==> config.mk <==
export PLATFORM = sky130hd
export DESIGN_NAME = sat_queue
export DESIGN_NICKNAME = d
export VERILOG_FILES = /design/src/rtl/sat_queue.sv
export SDC_FILE = /design/constraint.sdc
export NUM_CORES = 1
export LEC_CHECK = 0
export BUFFER_PORTS_ARGS = -buffer_cell sky130_fd_sc_hd__buf_4
export CELL_PAD_IN_SITES_DETAIL_PLACEMENT = 0
export CELL_PAD_IN_SITES_GLOBAL_PLACEMENT = 2
export CORE_ASPECT_RATIO = 0.6
export CORE_MARGIN = 3
export CORE_UTILIZATION = 38
export CTS_CLUSTER_DIAMETER = 120
export DETAILED_ROUTE_END_ITERATION = 6
export GPL_TIMING_DRIVEN = 0
export PLACE_DENSITY_LB_ADDON = 0.1
export SLEW_MARGIN = 30
export SYNTH_ARGS = -nofsm -noshare
export SYNTH_HDL_FRONTEND = slang
export SYNTH_SLANG_ARGS = --single-unit
export TNS_END_PERCENT = 10
==> constraint.sdc <==
create_clock -name clk_i -period 2.05 [get_ports clk_i]
set_input_delay 0.205 -clock clk_i [delete_from_list [all_inputs] [get_ports clk_i]]
set_output_delay 0.205 -clock clk_i [all_outputs]
set_load 0.01 [all_outputs]
==> src/rtl/sat_queue.sv <==
`timescale 1ns / 1ps
module sat_queue #(
  parameter int unsigned WIDTH = 24
) (
  input  logic             clk_i,
  input  logic             rst_ni,
  input  logic             push_i,
  input  logic [WIDTH-1:0] data_i,
  input  logic             pop_i,
  output logic             valid_o,
  output logic             full_o,
  output logic [WIDTH-1:0] data_o
);

  logic [WIDTH-1:0] entry_q [2];
  logic             wr_ptr_q, rd_ptr_q;
  logic [1:0]       count_q, count_d;
  logic             do_pop;

  assign valid_o = (count_q != 2'd0);
  assign full_o  = (count_q == 2'd2);
  assign data_o  = entry_q[rd_ptr_q];
  assign do_pop  = pop_i && valid_o;

  always_comb begin
    count_d = count_q;
    if (push_i && !do_pop) begin
      count_d = count_q + 2'd1;
    end else if (do_pop && !push_i) begin
      count_d = count_q - 2'd1;
    end
  end

  always_ff @(posedge clk_i) begin
    if (push_i) begin
      entry_q[wr_ptr_q] <= data_i;
    end
  end

  always_ff @(posedge clk_i or negedge rst_ni) begin
    if (!rst_ni) begin
      wr_ptr_q <= 1'b0;
      rd_ptr_q <= 1'b0;
      count_q  <= 2'd0;
    end else begin
      if (push_i) begin
        wr_ptr_q <= !wr_ptr_q;
      end
      if (do_pop) begin
        rd_ptr_q <= !rd_ptr_q;
      end
      count_q <= count_d;
    end
  end

endmodule

# ---- Word level (Yosys, flattened, before mapping)
# Memory sizes are Yosys's and may differ from the RTL's.
# Cells that the tools add are included.
dict set report totals {
  register_bits 4
  mem_bits_rw 48
  elab_cells 20
  memories 1
}
dict set report classes {
  add_sub_neg 2
  n_eq_ne 1
  n_mux 4
  reduce_logical 9
}
# name words width rd rd_clocked_by_memory_dff write_ports line
set memory_table {}
lappend memory_table {entry_q 2 24 1 0 1 15} ;# logic [WIDTH-1:0] entry_q [2];
# op n
set ops {}
lappend ops {{1-bit logical NOT} 4}
lappend ops {{2-bit 2-to-1 mux} 2}
lappend ops {{2-bit nonzero test} 2}
lappend ops {{1-bit logical AND} 3}
lappend ops {{2-bit by 1-bit adder with 2-bit output, second input constant} 1}
lappend ops {{2-bit equality test, second input constant} 1}
lappend ops {{1-bit 2-to-1 mux} 2}
lappend ops {{2-bit by 1-bit subtractor with 2-bit output, second input constant} 1}

# ---- Longest topological paths before layout
dict set report depth {
  ltp_word 5
  depth_mapped 6
  depth_no_buf 6
}

# ---- Worst setup path before layout
# OpenSTA, ideal clock, no wires.
dict set report synth_path {
  kind {reg-to-reg}
  from {register wr_ptr_q}
  to {memory entry_q[0][0] (enable)}
  path_stages_with_launch 2
  n_path_buf 0
  required_time_ps 1642
  setup_slack_ps 152
  setup_ps 408
  arrival_time_ps 1490
  path_cell_list {dfrtp_1 > nor2b_1}
}
# element line
set synth_lines {}
lappend synth_lines {{from (decl)} 16} ;# logic wr_ptr_q, rd_ptr_q;
lappend synth_lines {{from (signal assigned)} 47} ;# wr_ptr_q <= !wr_ptr_q;
lappend synth_lines {{to (decl)} 15}
# No word-level cell before the write port.

# ---- Worst setup path in the final report
dict set report layout_path {
  from {register rd_ptr_q}
  to {output port data_o[6]}
}
dict set report layout_between {
  elab_chain_len 1
}
# element line
set layout_lines {}
lappend layout_lines {{from (decl)} 16}
lappend layout_lines {{from (signal assigned)} 50} ;# rd_ptr_q <= !rd_ptr_q;
lappend layout_lines {{memory 2 x 24 bit} -}
lappend layout_lines {{to (decl)} 12} ;# output logic [WIDTH-1:0] data_o
# No other way between the ends.

==> results.ini <==
[status]
status = finished clean

[floorplan]
io_pins = 54
floorplan.die_area_um2 = 6275
dieWidth_um = 100.3
die_h_um = 62.57
initial_utilization_pct = 41.80
core-area_um2 = 4850
fp-row-count = 19

[clock_tree]
cts_tree = built
cts_resized = 0
cts_root_buf = clkbuf_8
post-cts-setup-buffers = 0
ctsHoldBuffers = 1
clk_pin_slew_worst_paths_ns = 0.08
cts.htree.levels = 2
clock-sinks = 52
clockBufferDepth = 2
numCtsBuffers = 5
clk_latency_ns = 0.29

[timing]
tns_ns = 0
setup_ws_ns = 0.4360
worst_pin_slew_ns = 0.5939
period_minus_slack_ns = 1.614
whs_ns = 0.09177
setup_viol = 0
slew_headroom_pct = 60.41
hold_viol_final = 0
clock.fmax_ghz = 0.6196
rsz0062_at_grt = false
drv_slew = 0
fin_skew_ns = 0.004018
period_share_pct = 78.73

[job]
cap_violations = 0

[logic_synthesis]
synth_top_cell_by_area = edfxtp_1
synth.avg_cell_area_um2 = 22.27
yosysSeqAreaShare_pct = 76.05
syn_nets = 120
ys_warn_count = 0
syn_inst = 91
syn_area_um2 = 2027
netlist_top_cells_area = edfxtp_1 (71%), mux2_4 (14%), dfrtp_1 (4.9%)
synth.top_cell.area_share_pct = 71.11
synth_seq_cells = 52
ys_types = 15

[final_layout]
layout_common_cells = buf_4 (53), edfxtp_1 (48), mux2_4 (19)
drive_above_1_share_pct = 57.79
area_growth_pct = 29.75
final_common_cell = buf_4
nets = 182
final_cell_area_um2 = 2630
fillers = 413
fin_util_pct = 54.23
multi_input_area_um2 = 442.9
seq_area_um2 = 1541
antennaDiodeCount = 0
fin_cells = 217

[worst_setup_path]
path_buf_inv = 3
worstSetupEndpointType = output port
path_max_fanout = 10
path_cells = buf_6 > buf_12 > mux2_4 > buf_4
max_stage_delay_ns = 0.38
crit_arrival_ns = 1.41
critPathTopFamily = buffers and inverters
critical_path_required_ns = 1.85
cp-start-kind = flip-flop
worst-setup-path-type = reg -> out
worst_path_max_delay_cell = dfrtp_1

[grt]
grt_pass1_vias = 1083
antenna_found_initial = 0
overflow = 0
grt_first_pass_wirelength_um = 5292
grt_max_degree = 25
grtUsageTotal_pct = 11.12

[placement]
placed_cell_area_um2 = 2540
gp_congestion = 0.6570
io_buffers = 53
post-dp-hpwl_um = 2238
dp.cells = 208
dp_slack_ns = 0.6368

[drt]
drt_iter0_markers = 24
num_vias = 962
antenna_left = 0
first_pass_iters = 3
wire_per_inst_um = 14.66
vias_per_cell = 4.433
drc = 0
wl_um = 3181

[power_and_ir_drop]
power_density_nw_per_um2 = 1289
peakVddDrop_v = 0.0006405
p_total_mw = 3.389
p_leak_nw = 1.058

[hold_path]
min_path_type = in -> reg

==> report_power, final <==
part	leakage, nW	internal, mW	switching (mW)
combinational	0.521	0.796	0.563
clock	0.0399	0.238	0.297
sequential	0.497	1.42	0.0770
total	1.06	2.45	0.937
==> metal layers <==
| layer | up-vias | global-route usage (%) | routed length [µm] |
|---|---|---|---|
| li1 | 469 | - | - |
| met1 | 456 | 14.21 | 1411 |
| met2 | 34 | 16.58 | 1472 |
| met3 | 3 | 5.128 | 282 |
| met4 | 0 | 4.034 | 14 |
| met5 | - | 0 | 0 |
==> worst register-to-register path, delay by kind of cell (launching register included) <==
kind	cells	cell delay, ns
AND/OR/NAND/NOR	3	0.42
XOR/XNOR	2	0.29
adder cells (fa/ha/maj)	1	0.17
flip-flops	1	0.43
==> synth_stat cells (all sizes together) <==
master / n
ha: 1
nor2: 1
or2: 1
edfxtp: 48
mux2: 24
xnor2: 2
nand2: 1
and2: 1
and2b: 1
xor2: 3
buf: 3
nor2b: 1
dfrtp: 4
==> final cells by class <==
cell class / instances / share of cell area (%)
sequential: 52 / 58.61
multi-input combinational: 36 / 16.84
timing repair buffer: 55 / 16.56
tap: 63 / 2.997
clock buffer: 7 / 2.902
buffer: 3 / 1.951
clock inverter: 1 / 0.1427
==> sequential cells by signal, indices dropped and copies added, names as in the netlist <==
name / flops
entry_q: 48
count_q: 2
rd_ptr_q: 1
wr_ptr_q: 1
==> final timing paths <==
| kind | depth (start not counted) | endpoint | slack, ns | startpoint |
|---|---|---|---|---|
| worst max-delay path | 4 | data_o[6] | 0.44 | rd_ptr_q |
| worst min register to register | 1 | count_q[1] | 0.51 | count_q[1] |
| worst min-delay path | 1 | entry_q[1][23] | 0.09 | data_i[23] |
| worst max register to register | 6 | count_q[1] | 0.63 | count_q[0] |
| min in group asynchronous | 2 | count_q[0] | 0.24 | rst_ni |
| max in group asynchronous | 2 | rd_ptr_q | 1.71 | rst_ni |
==> cell families (layout without fill, tap and decap cells) <==
| logic type | after synthesis | after routing | share of synthesized area (%) |
|---|---|---|---|
| XOR/XNOR | 5 | 5 | 2.161 |
| buffers and inverters | 3 | 66 | 2.531 |
| multiplexers | 24 | 24 | 16.85 |
| flip-flops | 52 | 52 | 76.05 |
| AND/OR/NAND/NOR | 6 | 6 | 1.790 |
| adder cells (fa/ha/maj) | 1 | 1 | 0.6172 |
No activity file was read; power rests on OpenSTA's default activity.
