--- src/rtl/sat_pkg.sv ---
`timescale 1ns / 1ps
package sat_pkg;

  // Fixed field widths of the stream and the configuration port
  localparam int unsigned SAMPLE_W = 8;
  localparam int unsigned ROWSUM_W = 18;
  localparam int unsigned SUM_W    = 28;
  localparam int unsigned CFG_DW   = 11;
  localparam int unsigned CFG_IW   = 2;

  // Reset values of the configuration registers (before clamping)
  localparam int unsigned CFG_WIDTH_RST    = 1024;
  localparam int unsigned CFG_HEIGHT_RST   = 1024;
  localparam int unsigned CFG_CHANNELS_RST = 1;

  typedef enum logic [CFG_IW-1:0] {
    REG_WIDTH    = 2'd0,
    REG_HEIGHT   = 2'd1,
    REG_CHANNELS = 2'd2
  } cfg_reg_e;

  // Classification of one sample, set by the front end
  typedef struct packed {
    logic first_row;   // line store reads as zero
    logic row_end;     // last channel of last column: clear row sums after
    logic frame_last;  // last sample of the frame
  } item_flags_t;

  localparam int unsigned FLAGS_W = $bits(item_flags_t);

endpackage

--- src/rtl/sat_front.sv ---
`timescale 1ns / 1ps
module sat_front
  import sat_pkg::*;
#(
  parameter int unsigned MAX_WIDTH    = 1024,
  parameter int unsigned MAX_HEIGHT   = 1024,
  parameter int unsigned MAX_CHANNELS = 4,
  parameter int unsigned COLW         = 10,
  parameter int unsigned ROWW         = 10,
  parameter int unsigned CHW          = 2
) (
  input  logic                clk_i,
  input  logic                rst_ni,
  input  logic                cfg_we_i,
  input  logic [CFG_IW-1:0]   cfg_index_i,
  input  logic [CFG_DW-1:0]   cfg_data_i,
  input  logic                in_valid_i,
  input  logic                full_i,
  output logic                push_o,
  output logic                restart_o,
  output logic [COLW+CHW-1:0] slot_o,
  output item_flags_t         flags_o
);

  localparam int unsigned CLW = 13;
  localparam logic [CLW-1:0] MaxW = CLW'(MAX_WIDTH);
  localparam logic [CLW-1:0] MaxH = CLW'(MAX_HEIGHT);
  localparam logic [CLW-1:0] MaxC = CLW'(MAX_CHANNELS);
  localparam int unsigned RstW = (CFG_WIDTH_RST < MAX_WIDTH) ? CFG_WIDTH_RST : MAX_WIDTH;
  localparam int unsigned RstH = (CFG_HEIGHT_RST < MAX_HEIGHT) ? CFG_HEIGHT_RST : MAX_HEIGHT;
  localparam int unsigned RstC =
    (CFG_CHANNELS_RST < MAX_CHANNELS) ? CFG_CHANNELS_RST : MAX_CHANNELS;

  logic [COLW-1:0] col_last_q, col_last_d;
  logic [ROWW-1:0] row_last_q, row_last_d;
  logic [CHW-1:0]  ch_last_q, ch_last_d;
  logic [COLW-1:0] col_q, col_d;
  logic [ROWW-1:0] row_q, row_d;
  logic [CHW-1:0]  ch_q, ch_d;
  logic [CLW-1:0]  cfg_ext, clamp_w, clamp_h, clamp_c;
  logic            restart, last_ch, last_col, last_row;

  // Saturate the written value into 1..max, keep the last index
  assign cfg_ext = CLW'(cfg_data_i);
  always_comb begin
    clamp_w = (cfg_ext == '0) ? CLW'(1) : ((cfg_ext > MaxW) ? MaxW : cfg_ext);
    clamp_h = (cfg_ext == '0) ? CLW'(1) : ((cfg_ext > MaxH) ? MaxH : cfg_ext);
    clamp_c = (cfg_ext[2:0] == '0) ? CLW'(1) :
              ((CLW'(cfg_data_i[2:0]) > MaxC) ? MaxC : CLW'(cfg_data_i[2:0]));
  end

  always_comb begin
    col_last_d = col_last_q;
    row_last_d = row_last_q;
    ch_last_d  = ch_last_q;
    restart    = 1'b0;
    if (cfg_we_i) begin
      case (cfg_index_i)
        REG_WIDTH: begin
          col_last_d = COLW'(clamp_w - CLW'(1));
          restart    = 1'b1;
        end
        REG_HEIGHT: begin
          row_last_d = ROWW'(clamp_h - CLW'(1));
          restart    = 1'b1;
        end
        REG_CHANNELS: begin
          ch_last_d = CHW'(clamp_c - CLW'(1));
          restart   = 1'b1;
        end
        default: restart = 1'b0;
      endcase
    end
  end

  assign push_o    = in_valid_i && !full_i;
  assign restart_o = restart;

  assign last_ch  = (ch_q == ch_last_q);
  assign last_col = (col_q == col_last_q);
  assign last_row = (row_q == row_last_q);

  always_comb begin
    ch_d  = ch_q;
    col_d = col_q;
    row_d = row_q;
    if (restart) begin
      ch_d  = '0;
      col_d = '0;
      row_d = '0;
    end else if (push_o) begin
      if (!last_ch) begin
        ch_d = ch_q + CHW'(1);
      end else begin
        ch_d = '0;
        if (!last_col) begin
          col_d = col_q + COLW'(1);
        end else begin
          col_d = '0;
          row_d = last_row ? '0 : row_q + ROWW'(1);
        end
      end
    end
  end

  always_ff @(posedge clk_i or negedge rst_ni) begin
    if (!rst_ni) begin
      col_last_q <= COLW'(RstW - 1);
      row_last_q <= ROWW'(RstH - 1);
      ch_last_q  <= CHW'(RstC - 1);
      col_q      <= '0;
      row_q      <= '0;
      ch_q       <= '0;
    end else begin
      col_last_q <= col_last_d;
      row_last_q <= row_last_d;
      ch_last_q  <= ch_last_d;
      col_q      <= col_d;
      row_q      <= row_d;
      ch_q       <= ch_d;
    end
  end

  assign slot_o             = {col_q, ch_q};
  assign flags_o.first_row  = (row_q == '0);
  assign flags_o.row_end    = last_ch && last_col;
  assign flags_o.frame_last = last_ch && last_col && last_row;

endmodule

--- config.mk ---
export PLATFORM = sky130hd
export DESIGN_NAME = sat_front
export DESIGN_NICKNAME = d
export VERILOG_FILES = /design/src/rtl/sat_pkg.sv /design/src/rtl/sat_front.sv
export SDC_FILE = /design/constraint.sdc
export NUM_CORES = 1
export LEC_CHECK = 0
export BUFFER_PORTS_ARGS = -buffer_cell sky130_fd_sc_hd__clkbuf_2
export CORE_UTILIZATION = 45
export DETAILED_ROUTE_END_ITERATION = 10
export HOLD_SLACK_MARGIN = 0.02
export SLEW_MARGIN = 25
export SYNTH_ARGS = -nofsm -noshare
export SYNTH_HDL_FRONTEND = slang
export SYNTH_SLANG_ARGS = --single-unit
--- constraint.sdc ---
create_clock -name clk_i -period 3 [get_ports clk_i]
set_clock_uncertainty 0.15 [all_clocks]
set_input_delay 0.45 -clock clk_i [delete_from_list [all_inputs] [get_ports clk_i]]
set_output_delay 0.45 -clock clk_i [all_outputs]
set_load 0.01 [all_outputs]
Word-level counts from Yosys, hierarchy flattened. Index checks and enable logic that the tools add are counted.

Input bits: 18. Bits in registers: 44. Logic and storage cells: 53. Output and inout bits: 17.

Muxes and demuxes: 18. Add/subtract/negate cells: 5. Magnitude comparators: 2. Equal/unequal tests: 5. Reduce and logical (&&, ||, !) cells: 17.

Operators by type and width (count): $mux 10 (11); $add 10x1->10 const B (2); $eq 10x10->1 (2); $logic_not 13->1 (1); $gt 11x11->1 const B (1); $logic_not 10->1 (1); $mux 2 (5); $sub 10x1->10 const B (1); $reduce_and 2->1 (4); $reduce_bool 2->1 (3); $gt 3x3->1 const B (1); $logic_and 1x1->1 (3); $logic_not 3->1 (1); $reduce_and 3->1 (1); $reduce_or 3->1 (1); $add 2x1->2 const B (1); $eq 2x1->1 const B (1); $eq 2x2->1 (1); $eq 2x2->1 const B (1); $logic_not 2->1 (1); $mux 1 (2); $sub 2x1->2 const B (1); $logic_not 1->1 (1).

Depth between registers and ports, before layout.
Depth after elaboration: 6. Depth in mapped cells: 12. Gate-level depth less buffers: 11.

Least setup slack after synthesis. OpenSTA, ideal clock, no wires.

Path type: input -> register. From: input port cfg_data_i[6]. To: register col_last_q[4]. Required time: 2.765 ns. Setup time: 0.085 ns. Arrival time: 2.785 ns. Stages: 10. Buffers on the path: 1. Path slack: -0.020 ns. Cells stage by stage: or4_4 -> or4b_1 -> or2_1 -> a21oi_1 -> inv_1 -> ha_1 -> buf_2 -> nor2_1 -> a221oi_2 -> mux2_1.

Longest elaborated chain between the ends: 4. Elaborated cells between the ends (all ways): 5. Classes of those cells: add/sub (1); order compare (1); mux (2); reduce/logical (1).

Ends and longest elaborated chain: start: declaration (RTL line sat_front.sv:16) `input logic [CFG_DW-1:0] cfg_data_i,`; $gt 11x11->1 (RTL line sat_front.sv:46) `clamp_w = (cfg_ext == '0) ? CLW'(1) : ((cfg_ext > MaxW) ? MaxW : cfg_ext);`; $mux 10 (RTL line sat_front.sv:46); $mux 10 * (RTL line sat_front.sv:46); $sub 10x1->10 * (RTL line sat_front.sv:60) `col_last_d = COLW'(clamp_w - CLW'(1));`; end signal: assignment (RTL line sat_front.sv:108) `col_last_q <= COLW'(RstW - 1);`; end signal: assignment (RTL line sat_front.sv:115) `col_last_q <= col_last_d;`; end: declaration (RTL line sat_front.sv:34) `logic [COLW-1:0] col_last_q, col_last_d;`.

Every way passes the cells marked *; elsewhere a longest branch is shown, timed or not. A chain may end at the register's enable or synchronous reset.

Worst setup path in the final report.
From: input port cfg_data_i[6]. To: register row_last_q[4].

Longest elaborated chain between the ends: 4. Elaborated cells between the ends (all ways): 5. Classes of those cells: add/sub (1); order compare (1); mux (2); reduce/logical (1).

Ends and longest elaborated chain: $gt 11x11->1 (RTL line sat_front.sv:47) `clamp_h = (cfg_ext == '0) ? CLW'(1) : ((cfg_ext > MaxH) ? MaxH : cfg_ext);`; $mux 10 (RTL line sat_front.sv:47); $mux 10 * (RTL line sat_front.sv:47); $sub 10x1->10 * (RTL line sat_front.sv:64) `row_last_d = ROWW'(clamp_h - CLW'(1));`; end signal: assignment (RTL line sat_front.sv:109) `row_last_q <= ROWW'(RstH - 1);`; end signal: assignment (RTL line sat_front.sv:116) `row_last_q <= row_last_d;`; end: declaration (RTL line sat_front.sv:35) `logic [ROWW-1:0] row_last_q, row_last_d;`.

Marked as above.

==> impl_results.md <==
- Run status: completed
- Detailed-route DRC error count: 0
- Std-Cell Rows: 27
- Die Area: 0.006058 mm2
- Achievable Freq: 0.3529 GHz
- Hold-fix buffers, CTS: 0
- Starting density of the core: 0.4670
- Port bufs: 34
- Reg clk slew, reported paths: 0.09 ns
- Static Leak: 0.001320 uW
- Worst-Skew Late Latency: 0.30 ns
- Multi-input logic area: 0.001378 mm2
- Total of warnings raised by yosys: 0
- Setup Buffers After CTS: 0
- Cell count after synthesis: 292
- Final worst slack: 0.1667 ns
- CTS tree: yes
- Wire per inst: 14.37 um
- Unrepaired setup endpoints after global routing: no
- DP Wirelength: 4361 um
- CTS buffer count: 5
- Synth cell types: 44
- Pre-CTS WS: -0.1454 ns
- Slew headroom: 0.4332
- Routed Antenna Nets: 0
- Placed cell area: 0.002880 mm2
- WP data arrival: 2.93 ns
- Number of synthesized flops with an enable pin: 0
- Vias in the first global route: 2059
- Final core utilization: 0.5400
- Final hold vios: 0
- Worst-case clock buffer depth: 2
- Max-slew violations: 0
- Power Density: 491.5 mW/mm2
- Area grow syn2layout: 15.62%
- Ant. Diodes: 0
- Critical path startpoint category: input port
- Total track usage: 0.2148
- First-pass detailed-route iteration total: 4
- Io pins: 35
- DR iter-0 viols: 102
- WL met1: 2954 um
- Via density: 5.423
- Final WL: 5806 um
- Grt total ovfl: 0
- Worst slew pin tran: 0.8502 ns
- #FFs+latches synth: 44
- Syn Area/Cell: 8.861 um2
- H-tree levels: 2
- Reg area: 0.001126 mm2
- Die height: 77.83 um
- # placed instances: 396
- FF-to-FF path depth: 5
- Crit Path Max Fanout: 7
- Worst R2R Start: ch_q[1]$_DFFE_PN0P_
- CP Class: input port to flop
- Synth top area cells: dfrtp_1, dfstp_2, o21ai_0
- Max IR drop VDD: 220.0 uV
- Via count of the routed design: 2191
- Share of layout cells above drive strength 1: 0.2470
- WHS: 0.09382 ns
- Dominant synthesized flop cell: dfrtp_1
- CTS Sinks: 44
- Design Area, Final: 0.002992 mm2
- Core Box Area: 0.005540 mm2
- Fin nets: 353
- Largest net degree at the start of global routing: 39
- Die width: 77.83 um
- Post-CTS resize count: 0
- Root buf cell: clkbuf_8
- Post-Synthesis Cell Area: 0.002587 mm2
- FF-to-FF setup slack: 0.66 ns
- Top-area cell type share of the netlist area: 0.2321
- Worst hold path class: input port to asynchronous set/reset pin
- Post-synthesis sequential area ratio: 0.4352
- RD Place Congestion: 0.9188
- Reg2reg end: row_q[9]$_DFFE_PN0P_
- Met2 Wirelength: 2584 um
- Fin crit share: 0.9444
- Leading area contributor after synthesis: dfrtp_1
- Async SR Flop Fraction: 1.000
- Fillers: 534
- Max cap viols: 0
- Min Clock Period, post-route: 2.833 ns
- Final setup fails: 0
- Crit path required time: 3.10 ns
- Setup crit end kind: flop
- Net Count, Synth: 314
- Final instance count without filler cells: 404
- First-pass GRT wire length: 10110 um
- Met3 WL: 159 um
- Initial antenna violation count: 0
- Top Layer Used: met4
power by group:
part | total, uW | leakage (uW) | switching, uW | internal [uW]
logic | 254 | 0.000726 | 141 | 113
registers | 755 | 0.000540 | 60.9 | 694
clock network | 461 | 0.0000541 | 215 | 247
worst max-delay path, cell delays in order:
cell      delay [ns]
clkbuf_2        0.09
or4_4           0.52
or4b_1          0.49
or2_1           0.24
a21oi_1         0.18
inv_1           0.06
ha_1            0.28
nand3_1         0.09
o21ai_0         0.10
a221oi_2        0.26
mux2_1          0.17
cells in the mapped netlist, drive strengths merged (4+ instances only):
library cell / n
a21oi: 13
buf: 4
and3: 15
clkbuf: 9
nor2: 26
nor4: 13
xor2: 13
ha: 4
inv: 9
mux2: 4
dfrtp: 24
nor3: 7
nand3: 7
xnor2: 16
o21ai: 32
nand4: 7
dfstp: 20
nand2: 33
metal layers:
layer,up-vias,GRT usage
met5,-,0
met4,0,0.06792
met3,9,0.04118
met2,42,0.3221
met1,1024,0.3100
li1,1116,-
kinds of logic (layout without fill, tap and decap cells):
| group | after synthesis | count (layout) | synth area share |
|---|---|---|---|
| AO/OA/AOI/OAI | 56 | 56 | 0.1214 |
| AND/OR/NAND/NOR | 131 | 131 | 0.2674 |
| multiplexers | 6 | 6 | 0.02514 |
| adder cells (fa/ha/maj) | 4 | 4 | 0.01934 |
| flip-flops | 44 | 44 | 0.4352 |
| XOR/XNOR | 29 | 29 | 0.09816 |
| buffers and inverters | 22 | 62 | 0.03336 |
area by class of cell:
type                       instances  area share
multi-input combinational        226      0.4605
sequential                        44      0.3764
timing repair buffer              45     0.08448
tap                               72     0.03011
clock buffer                       5     0.02300
clock inverter                     3     0.01422
inverter                           9     0.01129
worst max path at each step:
stage                              from                        end  cells past startpoint
after detailed placement  cfg_data_i[6]  row_last_q[4]$_DFFE_PN1P_                     11
after floorplan           cfg_data_i[6]  col_last_q[4]$_DFFE_PN1P_                     11
after global placement    cfg_data_i[6]  col_last_q[4]$_DFFE_PN1P_                     11
final                     cfg_data_i[6]  row_last_q[4]$_DFFE_PN1P_                     11
after global routing      cfg_data_i[6]  row_last_q[6]$_DFFE_PN1P_                     12
after CTS                 cfg_data_i[6]  row_last_q[4]$_DFFE_PN1P_                     11
state kept, by name, indices dropped and copies added (netlist names):
register / count
ch_last_q: 2
ch_q: 2
col_last_q: 10
col_q: 10
row_last_q: 10
row_q: 10
placed cells by master, fill, tap and decap left out, types with 4 or more instances in the layout:
cell,instances
a21oi_1,13
and3_1,15
buf_4,11
clkbuf_2,33
clkbuf_8,5
dfrtp_1,24
dfstp_2,20
ha_1,4
inv_1,9
nand2_1,33
nand3_1,7
nand4_1,7
nor2_1,25
nor3_1,7
nor4_1,12
o21ai_0,32
xnor2_1,16
xor2_1,13
metrics by stage:
stage | total power (uW) | setup TNS, ns
after floorplan | 922.7 | 0
after global placement | 1017 | -0.2897
after detailed placement | 1024 | -0.7059
after CTS | 1485 | 0
after global routing | 1556 | 0
final | 1470 | 0
Power figures use the tool's default switching activity.
